**config.mk**
```make
export PLATFORM = sky130hd
export DESIGN_NAME = vrrb_ram
export DESIGN_NICKNAME = d
export VERILOG_FILES = /design/src/rtl/vrrb_ram.sv
export SDC_FILE = /design/constraint.sdc
export NUM_CORES = 1
export LEC_CHECK = 0
export ABC_CLOCK_PERIOD_IN_PS = 1800
export BUFFER_PORTS_ARGS = -buffer_cell sky130_fd_sc_hd__buf_2
export CAP_MARGIN = 10
export CORE_UTILIZATION = 54
export DETAILED_ROUTE_END_ITERATION = 16
export HOLD_SLACK_MARGIN = 0.03
export PLACE_DENSITY_LB_ADDON = 0.25
export SYNTH_ARGS = -nofsm -noshare
export SYNTH_HDL_FRONTEND = slang
export SYNTH_SLANG_ARGS = --single-unit
```
**constraint.sdc**
```tcl
create_clock -name clk -period 1.8 [get_ports clk]
set_input_delay 0.36 -clock clk [delete_from_list [all_inputs] [get_ports clk]]
set_output_delay 0.36 -clock clk [all_outputs]
set_load 0.03 [all_outputs]
```
**src/rtl/vrrb_ram.sv**
```systemverilog
// ----------------------------------------------------------------------------
// Generic RAM
// One write port and one read port with registered read data.
// ----------------------------------------------------------------------------
module vrrb_ram #(
	parameter int WIDTH = 8,
	parameter int DEPTH = 16
) (
	input  logic                     clk,
	input  logic                     we,
	input  logic [$clog2(DEPTH)-1:0] waddr,
	input  logic [WIDTH-1:0]         wdata,
	input  logic [$clog2(DEPTH)-1:0] raddr,
	output logic [WIDTH-1:0]         rdata
);

	logic [WIDTH-1:0] mem [DEPTH];
	logic [WIDTH-1:0] rdata_q;

	always_ff @(posedge clk) begin
		if (we) begin
			mem[waddr] <= wdata;
		end
		rdata_q <= mem[raddr];
	end

	assign rdata = rdata_q;

endmodule

```
==> impl_metrics.csv <==
group,metric,value,unit
synthesis,synth_seq_area_share,0.7778,
worst_setup_path,timing.critical_path.fanout_max,1,
grt,vias_in_the_first_global_route,2492,
drt,wirelength,9401,microns
drt,drtIter0Drc,163,
worst_setup_path,worstPathRequired,1440,ps
hold_path,min_from,"wdata[1]",
finish,layout.nets,305,
clock_network,cts.htree.levels,4,
worst_setup_path,crit_path_cell_trace,"buf_2",
sta,fin_skew,6.472,ps
worst_setup_path,slowest_delay,380,ps
finish,area.growth.synth_to_final,18.52,%
synthesis,syn_inst,229,
hold_path,worst_hold_path.num_cells,1,
clock_network,tritoncts,"done",
power_and_ir_drop,power_density_over_the_cells,1133,mW/mm^2
finish,postLayoutCoreUtil,0.6603,
worst_setup_path,cp.buffers_inverters,1,
clock_network,cts_resized,0,
drt,viasPerCell,5.718,
run,cap_violations,0,
floorplan,design.portCount,26,
grt,first_pass_grt_wire_length,14130,microns
floorplan,floorplan.die.height,99.64,microns
grt,largest_net_degree_at_the_start_of_global_routing,17,
sta,rsz_0062_raised_after_global_routing,"no",
clock_network,number_of_buffers_created_by_cts,17,
floorplan,design.die.area,0.009927,sq mm
power_and_ir_drop,cellLeakagePower,0.002083,uW
floorplan,std_cell_rows,35,
run_status,status,"finished clean",
floorplan,design.core.area,0.009240,sq mm
sta,fin_tns_setup,0,ps
synthesis,post_synth_instance_area,0.005147,sq mm
floorplan,floorplan.initialDensity,0.5571,
finish,drive_gt1_frac,0.3311,
worst_setup_path,crit-reg2reg-launch,"mem[3][4]$_DFFE_PP_",
worst_setup_path,worst-endpoint-arrival,1110,ps
worst_setup_path,worst-r2r-setup-slack,480,ps
synthesis,ys.warnings.count,0,
placement,dpl_cell_area,0.005583,sq mm
sta,timing.max_slew.rel_slack,0.4584,
placement,place.detailed.instances,397,
sta,hold_violations,0,
synthesis,yosysUniqueCellTypes,19,
drt,drc,0,
grt,grtUsageMet3,0.05762,
worst_setup_path,worstRegToRegCells,3,
hold_path,hold_path_class,"input pin to flip-flop",
clock_network,cts-hold-fix-buffers,0,
clock_network,clock_path_buffers,2,
worst_setup_path,setup.worst_path.start_class,"flip-flop",
worst_setup_path,critical_path_class,"flip-flop to primary output",
synthesis,ys_ff_latch,136,
synthesis,synth_fp_nets,247,
placement,detailed_place_hpwl,6119,microns
clock_network,clkTransAtPathRegs,60,ps
synthesis,post_synth.cell_area_avg,22.48,sq um
grt,grt_util_met1,0.2790,
sta,tightest_slew,809.4,ps
clock_network,ctsRootBufferMaster,"sky130_fd_sc_hd__clkbuf_8",
grt,total_global_route_track_usage,0.2114,
clock_network,insertion_delay,520,ps
sta,timing.final.max_slew_violations,0,
grt,overflow,0,
clock_network,cts.repair_timing.setup_buffer_count,0,
drt,post_drt_wl_per_cell,21.91,microns
sta,setup-violations-final,0,
sta,final.period_utilization,0.8168,
worst_setup_path,endpoint_kind,"primary output",
grt,top_usage_layer,"met2",
drt,drtAntennaViolNets,0,
drt,drt_pass1_iterations,5,
floorplan,dieWidth,99.64,microns
grt,grt.met2_usage,0.3387,
hold_path,worst_hold_path.endpoint,"mem[15][1]$_DFFE_PP_",
power_and_ir_drop,max-vdd-ir-drop,0.0007536,V
worst_setup_path,critical-path-slowest-cell,"sky130_fd_sc_hd__dfxtp_1",
drt,detailroute.via_count,2453,
finish,finish.instance_area,0.006101,sq mm
grt,number_of_antenna_violations_at_the_first_check_in_global_routing,1,
sta,timing.fmax,680.1,MHz
sta,timing.final.crit_period,1470,ps
clock_network,cts_sinks,136,
worst_setup_path,path_delay_family,"flip-flops",
finish,stdcell_count,429,
placement,port-buffer-count,25,
worst_setup_path,crit-reg2reg-capture,"rdata[4]$_DFF_P_",
placement,gpl.final_weighted_congestion,0.6952,
-- synth_stat cells --
| cell | instances | area share |
|---|---|---|
| sky130_fd_sc_hd__edfxtp_1 | 128 | 0.75 |
| sky130_fd_sc_hd__nand3_1 | 1 | 0.00097 |
| sky130_fd_sc_hd__or3b_2 | 1 | 0.0017 |
| sky130_fd_sc_hd__nand2b_1 | 2 | 0.0024 |
| sky130_fd_sc_hd__buf_4 | 1 | 0.0015 |
| sky130_fd_sc_hd__and2_1 | 1 | 0.0012 |
| sky130_fd_sc_hd__nor2_1 | 13 | 0.0095 |
| sky130_fd_sc_hd__dfxtp_1 | 8 | 0.031 |
| sky130_fd_sc_hd__nor3_1 | 4 | 0.0039 |
| sky130_fd_sc_hd__buf_6 | 3 | 0.0066 |
| sky130_fd_sc_hd__a22oi_1 | 16 | 0.023 |
| sky130_fd_sc_hd__and2b_1 | 1 | 0.0015 |
| sky130_fd_sc_hd__buf_2 | 3 | 0.0029 |
| sky130_fd_sc_hd__mux4_2 | 18 | 0.079 |
| sky130_fd_sc_hd__nand2_1 | 9 | 0.0066 |
| sky130_fd_sc_hd__nand3b_1 | 2 | 0.0029 |
| sky130_fd_sc_hd__nor2b_1 | 1 | 0.0012 |
| sky130_fd_sc_hd__mux4_1 | 14 | 0.071 |
| sky130_fd_sc_hd__clkdlybuf4s25_2 | 3 | 0.0058 |
-- cell type report --
type | count | area [sq um]
Sequential cell | 136 | 4004
Fill cell | 589 | 3139
Multi-Input combinational cell | 83 | 1062
Clock buffer | 17 | 414.1
Timing Repair Buffer | 49 | 355.3
Tap cell | 129 | 161.4
Clock inverter | 14 | 101.3
Antenna cell | 1 | 2.502
-- report_power, final --
part	total [uW]	switching, uW	internal, uW
clock	2970	1290	1690
sequential	3560	24.2	3540
combinational	372	216	155
total	6910	1530	5380
-- per-layer routing --
metal  share of wire  vias to the layer above
met5               0                        -
li1                -                     1093
met3           0.056                       13
met1            0.42                     1271
met4           0.013                        0
met2            0.51                       76
-- worst max-delay path by stage --
stage                                 from                   to  slack [ps]  cells after the start
after floorplan                   waddr[2]  mem[3][0]$_DFFE_PP_         170                      2
after global placement            raddr[0]     rdata[1]$_DFF_P_          30                      6
after detailed placement          raddr[0]     rdata[5]$_DFF_P_          60                      5
after CTS                 rdata[7]$_DFF_P_             rdata[7]         300                      1
after global routing      rdata[7]$_DFF_P_             rdata[7]         290                      1
final                     rdata[7]$_DFF_P_             rdata[7]         330                      1
-- registers in the layout, indices dropped and copies added, names as in the netlist --
| register | cells |
|---|---|
| mem | 128 |
| rdata | 8 |
-- kinds of logic (layout without fill, tap and decap cells) --
logic type / count (synthesis) / in the layout / share of synthesized area
other: 0 / 1 / 0
multiplexers: 32 / 32 / 0.1502
flip-flops: 136 / 136 / 0.7778
AO/OA/AOI/OAI: 16 / 16 / 0.02334
buffers and inverters: 10 / 80 / 0.01677
AND/OR/NAND/NOR: 35 / 35 / 0.03184
-- worst reg2reg max path, delay by kind of cell, from the launching register on --
family / cells / cell delay [ps]
muxes: 1 / 480
DFF: 1 / 370
AOI/OAI and AO/OA: 1 / 250
and+or+nand+nor: 1 / 100
-- cells in the final DEF (no fill, tap or decap), types with 2 or more instances in the layout --
cell and n:
sky130_fd_sc_hd__buf_4 20, sky130_fd_sc_hd__nand2b_1 2, sky130_fd_sc_hd__clkinv_2 3, sky130_fd_sc_hd__inv_6 4, sky130_fd_sc_hd__buf_12 4, sky130_fd_sc_hd__clkinv_4 2
sky130_fd_sc_hd__clkbuf_16 16, sky130_fd_sc_hd__mux4_2 18, sky130_fd_sc_hd__nor3_1 3, sky130_fd_sc_hd__mux4_1 14, sky130_fd_sc_hd__a22oi_1 16, sky130_fd_sc_hd__buf_2 25
sky130_fd_sc_hd__nor2_1 13, sky130_fd_sc_hd__edfxtp_1 128, sky130_fd_sc_hd__nand2_1 9, sky130_fd_sc_hd__clkinvlp_4 4, sky130_fd_sc_hd__nand3b_1 2, sky130_fd_sc_hd__dfxtp_1 8
-- per-stage QoR --
step	hold slack [ps]	setup WS (ps)	power [uW]
4_1_cts	197.6	296.6	6968
5_1_grt	211.8	293.9	7111
6_report	215.2	329.7	6910
2_1_floorplan	458.9	173.9	3844
3_5_place_dp	658.7	56.04	4008
3_3_place_gp	645.2	33.52	3999
Note: power is estimated with default switching activity, not from simulation.
